File: src/sv/led_strip_effect_generator_assert.svh
// ----------------------------------------------------------------------------
// led strip effect generator assertion macros
// concurrent assertion wrappers, empty when built for synthesis
// ----------------------------------------------------------------------------
`ifndef LED_STRIP_EFFECT_GENERATOR_ASSERT_SVH
`define LED_STRIP_EFFECT_GENERATOR_ASSERT_SVH

`ifndef SYNTHESIS

// clocked check, switched off while reset is asserted
`define LSEG_ASSERT(label, clk, rst_n, prop, msg) \
  label: assert property (@(posedge clk) disable iff (!(rst_n)) (prop)) else $error(msg);

// clocked check that also holds during reset
`define LSEG_ASSERT_ALWAYS(label, clk, prop, msg) \
  label: assert property (@(posedge clk) (prop)) else $error(msg);

`else

`define LSEG_ASSERT(label, clk, rst_n, prop, msg)
`define LSEG_ASSERT_ALWAYS(label, clk, prop, msg)

`endif

`endif

File: src/sv/lseg_pkg.sv
// ----------------------------------------------------------------------------
// lseg_pkg
// shared widths, codes and types of the led strip effect generator
// ----------------------------------------------------------------------------
package lseg_pkg;

  // field widths
  localparam int unsigned TIME_W    = 32;
  localparam int unsigned COLOR_W   = 24;
  localparam int unsigned PERIOD_W  = 16;
  localparam int unsigned DUTY_W    = 7;
  localparam int unsigned MODE_W    = 3;
  localparam int unsigned SPOT_W    = 4;
  localparam int unsigned CHAN_W    = 8;
  localparam int unsigned CFG_IDX_W = 3;
  localparam int unsigned CFG_DAT_W = 32;

  // serial divider geometry
  localparam int unsigned DIV_NUM_W = 32;
  localparam int unsigned DIV_DEN_W = 16;
  localparam int unsigned DIV_CNT_W = $clog2(DIV_NUM_W);

  // arithmetic constants
  localparam int unsigned PERCENT   = 100;
  localparam int unsigned PULSE_MUL = 510;
  localparam int unsigned BRI_MAX   = 255;

  // register reset values
  localparam logic [MODE_W-1:0]   MODE_RST   = 3'd0;
  localparam logic [COLOR_W-1:0]  COLOR_RST  = 24'h202020;
  localparam logic [PERIOD_W-1:0] PERIOD_RST = 16'd500;
  localparam logic [DUTY_W-1:0]   DUTY_RST   = 7'd50;
  localparam logic [TIME_W-1:0]   PHASE_RST  = 32'd0;
  localparam logic [PERIOD_W-1:0] TICK_RST   = 16'd20;

  // effect modes
  typedef enum logic [MODE_W-1:0] {
    MODE_OFF   = 3'd0,
    MODE_SOLID = 3'd1,
    MODE_BLINK = 3'd2,
    MODE_PULSE = 3'd3,
    MODE_WIPE  = 3'd4
  } mode_e;

  // configuration register indexes
  typedef enum logic [CFG_IDX_W-1:0] {
    CFG_MODE   = 3'd0,
    CFG_COLOR  = 3'd1,
    CFG_PERIOD = 3'd2,
    CFG_DUTY   = 3'd3,
    CFG_PHASE  = 3'd4,
    CFG_TICK   = 3'd5
  } cfg_idx_e;

  // divider request and response
  typedef struct packed {
    logic                 start;
    logic [DIV_NUM_W-1:0] dividend;
    logic [DIV_DEN_W-1:0] divisor;
  } div_req_t;

  typedef struct packed {
    logic                 busy;
    logic                 done;
    logic [DIV_NUM_W-1:0] quot;
    logic [DIV_DEN_W-1:0] rem;
  } div_res_t;

  // one result item
  typedef struct packed {
    logic               changed;
    logic [COLOR_W-1:0] fill;
    logic               spot;
    logic [SPOT_W-1:0]  sidx;
    logic [COLOR_W-1:0] scol;
  } res_t;

endpackage

File: src/sv/lseg_div.sv
// ----------------------------------------------------------------------------
// lseg_div
// bit-serial restoring divider, one quotient bit per cycle
// ----------------------------------------------------------------------------
module lseg_div import lseg_pkg::*; (
  input  logic     clk_i,
  input  logic     rst_ni,
  input  div_req_t req_i,
  output div_res_t res_o
);

  logic                 busy_q, busy_d;
  logic                 done_q, done_d;
  logic [DIV_CNT_W-1:0] cnt_q, cnt_d;
  logic [DIV_NUM_W-1:0] num_q, num_d;
  logic [DIV_DEN_W-1:0] rem_q, rem_d;
  logic [DIV_DEN_W-1:0] den_q, den_d;
  logic [DIV_DEN_W:0]   trial;
  logic                 fits;

  // partial remainder with the next dividend bit shifted in
  assign trial = {rem_q, num_q[DIV_NUM_W-1]};
  assign fits  = trial >= {1'b0, den_q};

  // step control
  always_comb begin
    busy_d = busy_q;
    done_d = 1'b0;
    cnt_d  = cnt_q;
    num_d  = num_q;
    rem_d  = rem_q;
    den_d  = den_q;
    if (req_i.start) begin
      busy_d = 1'b1;
      cnt_d  = '0;
      num_d  = req_i.dividend;
      rem_d  = '0;
      den_d  = req_i.divisor;
    end else if (busy_q) begin
      num_d = {num_q[DIV_NUM_W-2:0], fits};
      rem_d = fits ? DIV_DEN_W'(trial - {1'b0, den_q}) : trial[DIV_DEN_W-1:0];
      cnt_d = cnt_q + DIV_CNT_W'(1);
      if (cnt_q == DIV_CNT_W'(DIV_NUM_W - 1)) begin
        busy_d = 1'b0;
        done_d = 1'b1;
      end
    end
  end

  // control state
  always_ff @(posedge clk_i or negedge rst_ni) begin
    if (!rst_ni) begin
      busy_q <= 1'b0;
      done_q <= 1'b0;
      cnt_q  <= '0;
    end else begin
      busy_q <= busy_d;
      done_q <= done_d;
      cnt_q  <= cnt_d;
    end
  end

  // datapath shift registers
  always_ff @(posedge clk_i) begin
    num_q <= num_d;
    rem_q <= rem_d;
    den_q <= den_d;
  end

  assign res_o = '{busy: busy_q, done: done_q, quot: num_q, rem: rem_q};

endmodule

File: src/sv/led_strip_effect_generator.sv
// ----------------------------------------------------------------------------
// led_strip_effect_generator
// renders off, solid, blink, pulse and wipe effects from millisecond ticks
// ----------------------------------------------------------------------------
//
//  channel | direction | handshake                | payload
//  --------+-----------+--------------------------+--------------------------
//  in      | input     | in_valid_i / in_ready_o  | now_ms_i
//  out     | output    | out_valid_o / out_ready_i| frame_changed_o, fill_color_o,
//          |           |                          | spot_active_o, spot_index_o,
//          |           |                          | spot_color_o
//  cfg     | input     | cfg_valid_i / cfg_ready_o| cfg_index_i, cfg_data_i
//
//  a throttled item goes from S_EVAL back to S_IDLE and gives no result; off,
//  solid, unused modes and a zero period go from S_EVAL to S_EMIT and the
//  output register; blink and wipe pass S_DIV1, S_PREP and S_DIV2, pulse also
//  S_SCALE: each runs the 32-step serial divider twice, which sets the rate
//  one item at a time; a new item is taken once the previous one has been
//  handed to the output register, which holds it while out_ready_i is low
//  reset clears control state and configuration registers at once, no clearing pass
//
module led_strip_effect_generator import lseg_pkg::*; #(
  parameter int unsigned PIXEL_COUNT = 16
) (
  input  logic                 clk_i,
  input  logic                 rst_ni,
  input  logic                 in_valid_i,
  output logic                 in_ready_o,
  input  logic [TIME_W-1:0]    now_ms_i,
  output logic                 out_valid_o,
  input  logic                 out_ready_i,
  output logic                 frame_changed_o,
  output logic [COLOR_W-1:0]   fill_color_o,
  output logic                 spot_active_o,
  output logic [SPOT_W-1:0]    spot_index_o,
  output logic [COLOR_W-1:0]   spot_color_o,
  input  logic                 cfg_valid_i,
  output logic                 cfg_ready_o,
  input  logic [CFG_IDX_W-1:0] cfg_index_i,
  input  logic [CFG_DAT_W-1:0] cfg_data_i
);

`include "led_strip_effect_generator_assert.svh"

  localparam int unsigned POS_W = (PIXEL_COUNT > 1) ? $clog2(PIXEL_COUNT) : 1;
  localparam int unsigned WIPE_W = 8;

  typedef enum logic [6:0] {
    S_IDLE  = 7'b0000001,
    S_EVAL  = 7'b0000010,
    S_DIV1  = 7'b0000100,
    S_PREP  = 7'b0001000,
    S_DIV2  = 7'b0010000,
    S_SCALE = 7'b0100000,
    S_EMIT  = 7'b1000000
  } state_e;

  // channel scaling c*b/255, exact for 8-bit operands
  function automatic logic [CHAN_W-1:0] scale_ch(input logic [CHAN_W-1:0] c,
                                                 input logic [CHAN_W-1:0] b);
    logic [2*CHAN_W-1:0] p;
    logic [2*CHAN_W:0]   s;
    p = (2*CHAN_W)'(c) * (2*CHAN_W)'(b);
    s = (2*CHAN_W+1)'(p) + (2*CHAN_W+1)'(p[2*CHAN_W-1:CHAN_W]) + (2*CHAN_W+1)'(1);
    return s[2*CHAN_W-1:CHAN_W];
  endfunction

  // configuration registers
  logic [MODE_W-1:0]   mode_q;
  logic [COLOR_W-1:0]  color_q;
  logic [PERIOD_W-1:0] period_q;
  logic [DUTY_W-1:0]   duty_q;
  logic [TIME_W-1:0]   phase_q;
  logic [PERIOD_W-1:0] tick_q;

  // item state
  state_e              state_q, state_d;
  logic [TIME_W-1:0]   now_q;
  logic [TIME_W-1:0]   last_q, last_d;
  logic [POS_W-1:0]    wpos_q, wpos_d;
  logic [PERIOD_W-1:0] cyc_q, cyc_d;
  logic [CHAN_W-1:0]   bri_q, bri_d;
  res_t                res_q, res_d;
  logic                out_valid_q, out_valid_d;
  res_t                out_q;
  logic                out_load;

  // arithmetic around the divider
  logic [TIME_W-1:0]     since_last;
  logic [TIME_W-1:0]     elapsed;
  logic                  throttled;
  logic [PERIOD_W-2:0]   half;
  logic                  cyc_low;
  logic [PERIOD_W-1:0]   diff;
  logic [DIV_NUM_W-1:0]  pulse_num;
  logic [DIV_NUM_W-1:0]  on_prod;
  logic [POS_W-1:0]      pos;
  logic [WIPE_W-1:0]     pos_ext;
  div_req_t              div_req;
  div_res_t              div_res;

  assign since_last = now_q - last_q;
  assign elapsed    = now_q - phase_q;
  assign throttled  = since_last < TIME_W'(tick_q);
  assign half       = period_q[PERIOD_W-1:1];
  assign cyc_low    = cyc_q < {1'b0, half};
  assign diff       = cyc_low ? cyc_q : cyc_q - {1'b0, half};
  assign pulse_num  = DIV_NUM_W'(diff) * DIV_NUM_W'(PULSE_MUL);
  assign on_prod    = DIV_NUM_W'(period_q) * DIV_NUM_W'(duty_q);
  assign pos        = div_res.rem[POS_W-1:0];
  assign pos_ext    = WIPE_W'(pos);

  lseg_div u_div (
    .clk_i  (clk_i),
    .rst_ni (rst_ni),
    .req_i  (div_req),
    .res_o  (div_res)
  );

  // sequencer
  always_comb begin
    state_d = state_q;
    last_d  = last_q;
    wpos_d  = wpos_q;
    cyc_d   = cyc_q;
    bri_d   = bri_q;
    res_d   = res_q;
    div_req = '{start: 1'b0, dividend: elapsed, divisor: period_q};
    unique case (state_q)
      S_IDLE: begin
        if (in_valid_i) state_d = S_EVAL;
      end
      S_EVAL: begin
        if (throttled) begin
          state_d = S_IDLE;
        end else begin
          last_d  = now_q;
          res_d   = '0;
          state_d = S_EMIT;
          unique case (mode_q)
            MODE_OFF:   res_d.changed = 1'b1;
            MODE_SOLID: begin
              res_d.changed = 1'b1;
              res_d.fill    = color_q;
            end
            MODE_BLINK, MODE_PULSE, MODE_WIPE: begin
              if (period_q == '0) begin
                res_d.changed = 1'b1;
              end else begin
                div_req.start = 1'b1;
                state_d       = S_DIV1;
              end
            end
            default: ;
          endcase
        end
      end
      S_DIV1: begin
        if (div_res.done) begin
          cyc_d   = div_res.rem;
          state_d = S_PREP;
        end
      end
      S_PREP: begin
        div_req.start = 1'b1;
        state_d       = S_DIV2;
        unique case (mode_q)
          MODE_BLINK: begin
            div_req.dividend = on_prod;
            div_req.divisor  = DIV_DEN_W'(PERCENT);
          end
          MODE_PULSE: begin
            div_req.dividend = pulse_num;
            div_req.divisor  = period_q;
          end
          default: begin
            div_req.dividend = div_res.quot;
            div_req.divisor  = DIV_DEN_W'(PIXEL_COUNT);
          end
        endcase
      end
      S_DIV2: begin
        if (div_res.done) begin
          state_d = S_EMIT;
          unique case (mode_q)
            MODE_BLINK: begin
              res_d.changed = 1'b1;
              res_d.fill    = (DIV_NUM_W'(cyc_q) < div_res.quot) ? color_q : '0;
            end
            MODE_PULSE: begin
              bri_d   = cyc_low ? div_res.quot[CHAN_W-1:0]
                                : CHAN_W'(BRI_MAX) - div_res.quot[CHAN_W-1:0];
              state_d = S_SCALE;
            end
            default: begin
              res_d.changed = pos != wpos_q;
              wpos_d        = pos;
              res_d.spot    = 1'b1;
              res_d.sidx    = pos_ext[SPOT_W-1:0];
              res_d.scol    = color_q;
            end
          endcase
        end
      end
      S_SCALE: begin
        res_d.changed = 1'b1;
        res_d.fill    = {scale_ch(color_q[23:16], bri_q),
                         scale_ch(color_q[15:8], bri_q),
                         scale_ch(color_q[7:0], bri_q)};
        state_d       = S_EMIT;
      end
      S_EMIT: begin
        if (!out_valid_q || out_ready_i) state_d = S_IDLE;
      end
      default: state_d = S_IDLE;
    endcase
  end

  // output register
  assign out_load    = (state_q == S_EMIT) && (!out_valid_q || out_ready_i);
  assign out_valid_d = out_load ? 1'b1 : (out_ready_i ? 1'b0 : out_valid_q);

  // control state
  always_ff @(posedge clk_i or negedge rst_ni) begin
    if (!rst_ni) begin
      state_q     <= S_IDLE;
      last_q      <= '0;
      wpos_q      <= '0;
      out_valid_q <= 1'b0;
    end else begin
      state_q     <= state_d;
      last_q      <= last_d;
      wpos_q      <= wpos_d;
      out_valid_q <= out_valid_d;
    end
  end

  // payload registers
  always_ff @(posedge clk_i) begin
    if (in_valid_i && in_ready_o) now_q <= now_ms_i;
    cyc_q <= cyc_d;
    bri_q <= bri_d;
    res_q <= res_d;
    if (out_load) out_q <= res_q;
  end

  // configuration writes
  always_ff @(posedge clk_i or negedge rst_ni) begin
    if (!rst_ni) begin
      mode_q   <= MODE_RST;
      color_q  <= COLOR_RST;
      period_q <= PERIOD_RST;
      duty_q   <= DUTY_RST;
      phase_q  <= PHASE_RST;
      tick_q   <= TICK_RST;
    end else if (cfg_valid_i) begin
      unique case (cfg_index_i)
        CFG_MODE:   mode_q   <= cfg_data_i[MODE_W-1:0];
        CFG_COLOR:  color_q  <= cfg_data_i[COLOR_W-1:0];
        CFG_PERIOD: period_q <= cfg_data_i[PERIOD_W-1:0];
        CFG_DUTY:   duty_q   <= cfg_data_i[DUTY_W-1:0];
        CFG_PHASE:  phase_q  <= cfg_data_i[TIME_W-1:0];
        CFG_TICK:   tick_q   <= cfg_data_i[PERIOD_W-1:0];
        default: ;
      endcase
    end
  end

  // ports
  assign in_ready_o      = state_q == S_IDLE;
  assign cfg_ready_o     = 1'b1;
  assign out_valid_o     = out_valid_q;
  assign frame_changed_o = out_q.changed;
  assign fill_color_o    = out_q.fill;
  assign spot_active_o   = out_q.spot;
  assign spot_index_o    = out_q.sidx;
  assign spot_color_o    = out_q.scol;

  // checks
  `LSEG_ASSERT(a_div_start_idle, clk_i, rst_ni, div_req.start |-> !div_res.busy, "divider restarted while busy")
  `LSEG_ASSERT(a_div_done_wait, clk_i, rst_ni, div_res.done |-> (state_q == S_DIV1 || state_q == S_DIV2), "divider result not awaited")
  `LSEG_ASSERT(a_accept_eval, clk_i, rst_ni, (in_valid_i && in_ready_o) |=> (state_q == S_EVAL), "accepted item not evaluated")
  `LSEG_ASSERT(a_wipe_bound, clk_i, rst_ni, 32'(wpos_q) < 32'(PIXEL_COUNT), "wipe position beyond strip")

endmodule

File: config.mk
export PLATFORM = sky130hd
export DESIGN_NAME = led_strip_effect_generator
export DESIGN_NICKNAME = d
export VERILOG_FILES = /design/src/sv/lseg_pkg.sv /design/src/sv/lseg_div.sv /design/src/sv/led_strip_effect_generator.sv
export VERILOG_INCLUDE_DIRS = /design/src /design/src/sv
export SDC_FILE = /design/constraint.sdc
export NUM_CORES = 2
export LEC_CHECK = 0
export BUFFER_PORTS_ARGS = -buffer_cell sky130_fd_sc_hd__buf_2
export CAP_MARGIN = 0
export CELL_PAD_IN_SITES_DETAIL_PLACEMENT = 1
export CELL_PAD_IN_SITES_GLOBAL_PLACEMENT = 1
export CORE_MARGIN = 3
export CORE_UTILIZATION = 42
export CTS_CLUSTER_DIAMETER = 150
export CTS_CLUSTER_SIZE = 40
export DETAILED_ROUTE_END_ITERATION = 8
export MAX_ROUTING_LAYER = met4
export PLACE_DENSITY = 0.74
export SYNTH_ARGS = -nofsm -noshare
export SYNTH_HDL_FRONTEND = slang
export SYNTH_SLANG_ARGS = --single-unit
File: constraint.sdc
create_clock -name clk_i -period 23 [get_ports clk_i]
set_input_delay 2.3 -clock clk_i [delete_from_list [all_inputs] [get_ports clk_i]]
set_output_delay 2.3 -clock clk_i [all_outputs]
set_load 0.1 [all_outputs]
# Yosys cells after proc, flatten, opt, wreduce, memory -nomap -nowiden
# Index checks and enable logic that the tools add are counted.
dict set report totals {
  latchBits 0
  input_bits 72
  memories 0
  reg_bits 377
  rom_bits 0
  mem_bits_rw 0
  elab_cells 149
  output_inout_bits 57
}
dict set report classes {
  n_reduce_logical 29
  n_addsub 12
  n_lt_le_gt_ge 4
  n_div 0
  muxes 41
  mul 5
  eq_ne 27
  shift 0
  bitwise 2
}
# cell n
set ops {}
lappend ops {{2-to-1 mux 54 bit} 2}
lappend ops {{one-hot mux 48 bit (2 select lines)} 1}
lappend ops {{one-hot mux 25 bit (3 select lines)} 1}
lappend ops {{2-to-1 mux 24 bit} 3}
lappend ops {{2-to-1 mux 32 bit} 2}
lappend ops {{subtractor 32 bit} 2}
lappend ops {{one-hot mux 29 bit (2 select lines)} 1}
lappend ops {{2-to-1 mux 7 bit} 8}
lappend ops {{one-hot mux 7 bit (7 select lines)} 1}
lappend ops {{adder 16 x 1 -> 16 bit (second input constant)} 3}
lappend ops {{adder 16 x 8 -> 16 bit} 3}
lappend ops {{multiplier 8 x 8 -> 16 bit} 3}
lappend ops {{2-to-1 mux 48 bit} 1}
lappend ops {{less-than comparator 16 x 32 -> 1 bit} 1}
lappend ops {{less-than comparator 32 x 16 -> 1 bit} 1}
lappend ops {{2-to-1 mux 16 bit} 2}
lappend ops {{2-to-1 mux 29 bit} 1}
lappend ops {{multiplier 16 x 8 -> 24 bit (second input constant)} 1}
lappend ops {{multiplier 16 x 7 -> 23 bit} 1}
lappend ops {{AND reduction 2 bit} 9}
lappend ops {{greater-or-equal comparator 17 x 16 -> 1 bit} 1}
lappend ops {{zero test 16 bit} 1}
lappend ops {{less-than comparator 16 x 15 -> 1 bit} 1}
lappend ops {{AND reduction 4 bit} 4}
lappend ops {{other kinds (33)} 66}

# Logic depth before layout (Yosys ltp)
dict set report depth {
  depth_word 7
  mapped_depth 36
  ltp_nobuf 35
}

# By module
# A second synthesis with hierarchy kept.
dict set report unflattened {
  hier_cells 3476
  hier_area_um2 33756.1
}
# mod cells_per_inst area_per_inst_um2 seq_area_each_um2 n_inst
set by_module_without_submodules {}
lappend by_module_without_submodules {led_strip_effect_generator 3158 29992.5 8496.9 1}
lappend by_module_without_submodules {lseg_div 318 3763.6 1936.9 1}

# Worst setup path after synthesis
# No wires, ideal clock.
dict set report synth_path {
  kind {reg2reg}
  startpoint {register period_q[4]}
  endpoint {register u_div.num_q[23], data pin}
  n_path_buf 3
  slack_ps 15306
  arrival_time_ps 7439
  setup_time_ps 254
  stages_incl_launch_ff 34
  path_cell_list {dfstp_2 -> clkbuf_1 -> inv_1 -> ha_1 -> o21ai_0 -> a21boi_1 -> o21ai_0 -> a21oi_1 -> a21oi_1 -> o21a_1 -> o31ai_1 -> buf_2 -> buf_2 -> mux2_2 -> inv_1 -> fa_1 -> inv_1 -> fa_1 -> fa_1 -> inv_1 -> fa_1 -> inv_1 -> ha_1 -> a21o_1 -> a21oi_1 -> o21ai_0 -> and3_1 -> a21oi_1 -> a31oi_1 -> a21o_1 -> a21oi_1 -> xor2_1 -> o221ai_1 -> o21a_1}
}
dict set report synth_between {
  elab_chain_cells 6
  word_cells_on_any_way 12
  cone_classes {1 x add/sub; 1 x mul; 1 x order compare; 8 x mux; 1 x reduce/logical}
}
# item line
set synth_lines {}
lappend synth_lines {{start, declared} led_strip_effect_generator.sv:71} ;# logic [PERIOD_W-1:0] period_q;
lappend synth_lines {{start signal, assigned} led_strip_effect_generator.sv:260} ;# CFG_PERIOD: period_q <= cfg_data_i[PERIOD_W-1:0];
lappend synth_lines {{subtractor 16 x 15 -> 16 bit (tied with other cells)} led_strip_effect_generator.sv:107} ;# assign diff = cyc_low ? cyc_q : cyc_q - {1'b0, half};
lappend synth_lines {{2-to-1 mux 16 bit / 2-to-1 mux 1 bit (equally long branches)} {led_strip_effect_generator.sv:107, led_strip_effect_generator.sv:147}}
lappend synth_lines {{multiplier 16 x 8 -> 24 bit / 2-to-1 mux 1 bit (equally long branches)} {led_strip_effect_generator.sv:108, led_strip_effect_generator.sv:140}}
lappend synth_lines {{one-hot mux 48 bit (2 select lines) / 2-to-1 mux 1 bit (equally long branches)} {led_strip_effect_generator.sv:167, led_strip_effect_generator.sv:134}}
lappend synth_lines {{2-to-1 mux 48 bit / one-hot mux 1 bit (2 select lines) (equally long branches)} led_strip_effect_generator.sv:129} ;# unique case (state_q)
lappend synth_lines {{2-to-1 mux 32 bit *} lseg_div.sv:33} ;# if (req_i.start) begin
lappend synth_lines {{named net u_div.num_d[23]} lseg_div.sv:15} ;# logic [DIV_NUM_W-1:0] num_q, num_d;
lappend synth_lines {{end signal, assigned} lseg_div.sv:65} ;# num_q <= num_d;
lappend synth_lines {{end, declared} lseg_div.sv:15}
# Mark *: on every way through the listed nets, which the timed path passes. The rest lies on a longest branch. The select of a mux whose other input is x is not followed.
# A chain may end at the register's enable or synchronous reset.

# Worst setup path after layout
dict set report layout_path {
  startpoint {register period_q[1]}
  endpoint {register u_div.num_q[23], data pin}
}
# The elaborated chain is that of the path after synthesis.

==> run_results.csv <==
group,metric,value,unit
status,status,"completed",
timing,worst_pin_slew,1140,ps
timing,timing.clock.skew,27.9,ps
setup_path,setup.worst_path.class,"flip-flop to flip-flop",
final_layout,num-nets-final,4108,
yosys,synth_compound_area_share,12.2,%
placed_design,buffer_ports.inserted,127,
floorplanning,fp-row-count,102,
clock_tree,holdBufCountCts,0,
global_routing,grt_max_degree,82,
final_layout,final_common_cell,"sky130_fd_sc_hd__inv_1",
floorplanning,ioPinCount,129,
clock_tree,clk_pin_slew,150,ps
timing,relative_slew_slack,23.6,%
routing,drt_drc_violations_left,0,
routing,wire_per_inst,21.0,microns
yosys,synth-simple-area-share,12.9,%
clock_tree,post_cts.resized_instances,0,
placed_design,dpl.hpwl,74000,microns
yosys,ys_seq_area_share,31.2,%
setup_path,critPathLaunchType,"flip-flop",
final_layout,most-common-layout-cells,"sky130_fd_sc_hd__inv_1, sky130_fd_sc_hd__ha_1, sky130_fd_sc_hd__nand2_1",
yosys,synth.net_count,4064,
clock_tree,post-cts-setup-buffer-count,0,
timing,final_count_of_hold_timing_violations,0,
timing,maxSlewViolCount,0,
setup_path,worst_ep_required_time,23340,ps
routing,drtIter0Drc,1345,
floorplanning,start_util,42.8,%
yosys,yosys_warnings,0,
clock_tree,tritoncts,"yes",
routing,drt-total-wl,94500,microns
floorplanning,fp.dieW,288,microns
yosys,synth-async-reset-ratio,39.5,%
final_layout,proportion_of_layout_cells_with_a_drive_suffix_above_1,9.40,%
setup_path,worst_path_largest_cell_delay,600,ps
setup_path,rrSetupSlack,14500,ps
routing,num_vias,24700,
global_routing,grt_first_pass_wirelength,149000,microns
final_layout,areaGrowthSynthToFinish,6.36,%
floorplanning,die_area,0.0831,sq mm
yosys,post_synth_fa_ha_maj_area_fraction,27.3,%
setup_path,rr_worst_depth,31,
yosys,synthFlopType,"sky130_fd_sc_hd__edfxtp_1",
global_routing,grt_antenna_before_repair,10,
clock_tree,clock_sinks,377,
setup_path,crit_path_max_fanout,30,
setup_path,crit_slowest_cell,"sky130_fd_sc_hd__mux2i_1",
routing,via_per_inst,5.49,
timing,fin_crit,8500,ps
timing,final_min_period_over_clock_period,37.0,%
worst_hold_path,min_delay_path_depth,0,
timing,setup-violations-final,0,
timing,setup_total_negative_slack,0,ps
setup_path,worstPathArrival,8840,ps
job,cap_viol_max_count,0,
placed_design,globalplace.congestion,0.901,
routing,drtAntennaViolNets,0,
yosys,syn_avg_cell_area,9.82,sq um
clock_tree,cts_max_level,1,
timing,max_freq,118,MHz
clock_tree,cts_root_buf,"sky130_fd_sc_hd__clkbuf_16",
worst_hold_path,min-delay-path-class,"flip-flop to flip-flop",
setup_path,sort_of_element_at_the_end_of_the_critical_path,"flip-flop",
clock_tree,clock_latency,570,ps
routing,dr.pass1.iters,5,
global_routing,via_count_of_the_first_global_routing_pass,26400,
floorplanning,die_y,288,microns
yosys,syn_inst,3408,
yosys,synth.mux.area_fraction,4.26,%
global_routing,grt.overflow.total,0,
yosys,synthDistinctLibCells,88,
floorplanning,core_area,0.0782,sq mm
yosys,number_of_enable_flip_flop_cells_after_synthesis,212,
global_routing,grt.total_usage,23.7,%
yosys,yosys_register_bits,377,
timing,unrepaired_setup_endpoints_after_global_routing,"no",
clock_tree,total_clock_buffers_created_by_cts,13,
clock_tree,max-clock-path-buffers,3,
yosys,largest_family_of_logic_cells_by_synthesized_area,"adder cells",
yosys,synth-xor-area-share,4.97,%
yosys,post_synth_instance_area,0.0335,sq mm
[area by class of cell]
type,instances,area [sq um]
fillers,8937,42600
well taps,1040,1300
diodes,3,7.51
repair buffers,155,852
inverters,497,1870
clock inverters,1,16.3
flip-flops and latches,377,10400
multi-input cells,2408,20700
clock buffers,20,394
[kinds of logic after synthesis]
family	after synthesis
adders and majority gates	587
other	1
DFF	377
AOI/OAI and AO/OA	617
xor gates and xnor gates	190
muxes	130
buffers and inverters	623
and+or+nand+nor	883
[worst max-delay path, delay by kind of cell, from the launching register on]
family                   cells  cell delay, ps
AO/OA/AOI/OAI               16            2870
flip-flops                   1             520
buffers and inverters        4             630
AND/OR/NAND/NOR              2             410
adder cells (fa/ha/maj)      7            3090
multiplexers                 1             600
XOR/XNOR                     1             170
[state kept, by name, summed over array words and instances (netlist names), 24 cells and up]
| name | cells |
|---|---|
| res_q | 54 |
| last_q | 32 |
| now_q | 32 |
| phase_q | 32 |
| u_div.num_q | 32 |
| color_q | 24 |
| fill_color_o | 24 |
| spot_color_o | 24 |
[per-stage QoR]
stage | area, sq um | cells | setup WS [ps] | utilization [%] | hold WS, ps
2_1_floorplan | 33500 | 3408 | 15310 | - | 400
3_3_place_gp | 35200 | 4477 | 14820 | 45.0 | 400
3_5_place_dp | 35200 | 4477 | 14610 | 45.0 | 406
4_1_cts | 35600 | 4498 | 14560 | 45.5 | 440
5_1_grt | 35600 | 4501 | 13840 | 45.5 | 445
6_report | 35600 | 4501 | 14500 | 45.5 | 430
[final timing paths]
path                        startpoint         endpoint
setup / recovery           period_q[1]  u_div.num_q[23]
min in group asynchronous       rst_ni       last_q[29]
hold / removal                res_q[0]  spot_color_o[0]
setup reg to reg           period_q[1]  u_div.num_q[23]
hold reg to reg               res_q[0]  spot_color_o[0]
max in group asynchronous       rst_ni       tick_q[15]
[per-layer routing]
metal / part of all wire (%) / GRT usage, %
met5: 0 / -
met4: 3.2 / 6.48
met3: 5.5 / 3.84
met2: 47 / 38.6
met1: 44 / 30.6
[synthesized netlist by cell type (13+ instances only)]
cell / number / share of area [%]
sky130_fd_sc_hd__inv_1: 495 / 5.5
sky130_fd_sc_hd__ha_1: 343 / 13
sky130_fd_sc_hd__nand2_1: 333 / 3.7
sky130_fd_sc_hd__fa_1: 241 / 14
sky130_fd_sc_hd__edfxtp_1: 212 / 19
sky130_fd_sc_hd__and2_1: 170 / 3.2
sky130_fd_sc_hd__a21oi_1: 168 / 2.5
sky130_fd_sc_hd__nor2_1: 146 / 1.6
sky130_fd_sc_hd__o21ai_0: 139 / 2.1
sky130_fd_sc_hd__dfrtp_1: 134 / 10
sky130_fd_sc_hd__xnor2_1: 128 / 3.3
sky130_fd_sc_hd__clkbuf_1: 111 / 1.2
sky130_fd_sc_hd__mux2_2: 94 / 3.2
sky130_fd_sc_hd__xor2_1: 62 / 1.6
sky130_fd_sc_hd__a21o_1: 60 / 1.3
sky130_fd_sc_hd__nand3_1: 36 / 0.54
sky130_fd_sc_hd__nor3_1: 33 / 0.49
sky130_fd_sc_hd__mux2i_1: 31 / 0.93
sky130_fd_sc_hd__nor2b_1: 29 / 0.54
sky130_fd_sc_hd__o21a_1: 25 / 0.56
sky130_fd_sc_hd__and3_1: 24 / 0.45
sky130_fd_sc_hd__nand2b_1: 24 / 0.45
sky130_fd_sc_hd__o2bb2ai_1: 21 / 0.55
sky130_fd_sc_hd__a211oi_1: 20 / 0.45
sky130_fd_sc_hd__o211ai_1: 20 / 0.45
sky130_fd_sc_hd__nand4_1: 19 / 0.35
sky130_fd_sc_hd__nor4_1: 17 / 0.32
sky130_fd_sc_hd__a31oi_1: 16 / 0.30
sky130_fd_sc_hd__dfxtp_1: 16 / 0.96
sky130_fd_sc_hd__a211oi_2: 15 / 0.56
sky130_fd_sc_hd__dfstp_2: 15 / 1.2
sky130_fd_sc_hd__o21bai_1: 14 / 0.31
sky130_fd_sc_hd__or3_1: 14 / 0.26
sky130_fd_sc_hd__a221oi_1: 13 / 0.34
Power is not shown: default switching activity piles up to over one toggle a cycle in this logic, so the estimate is an artifact.
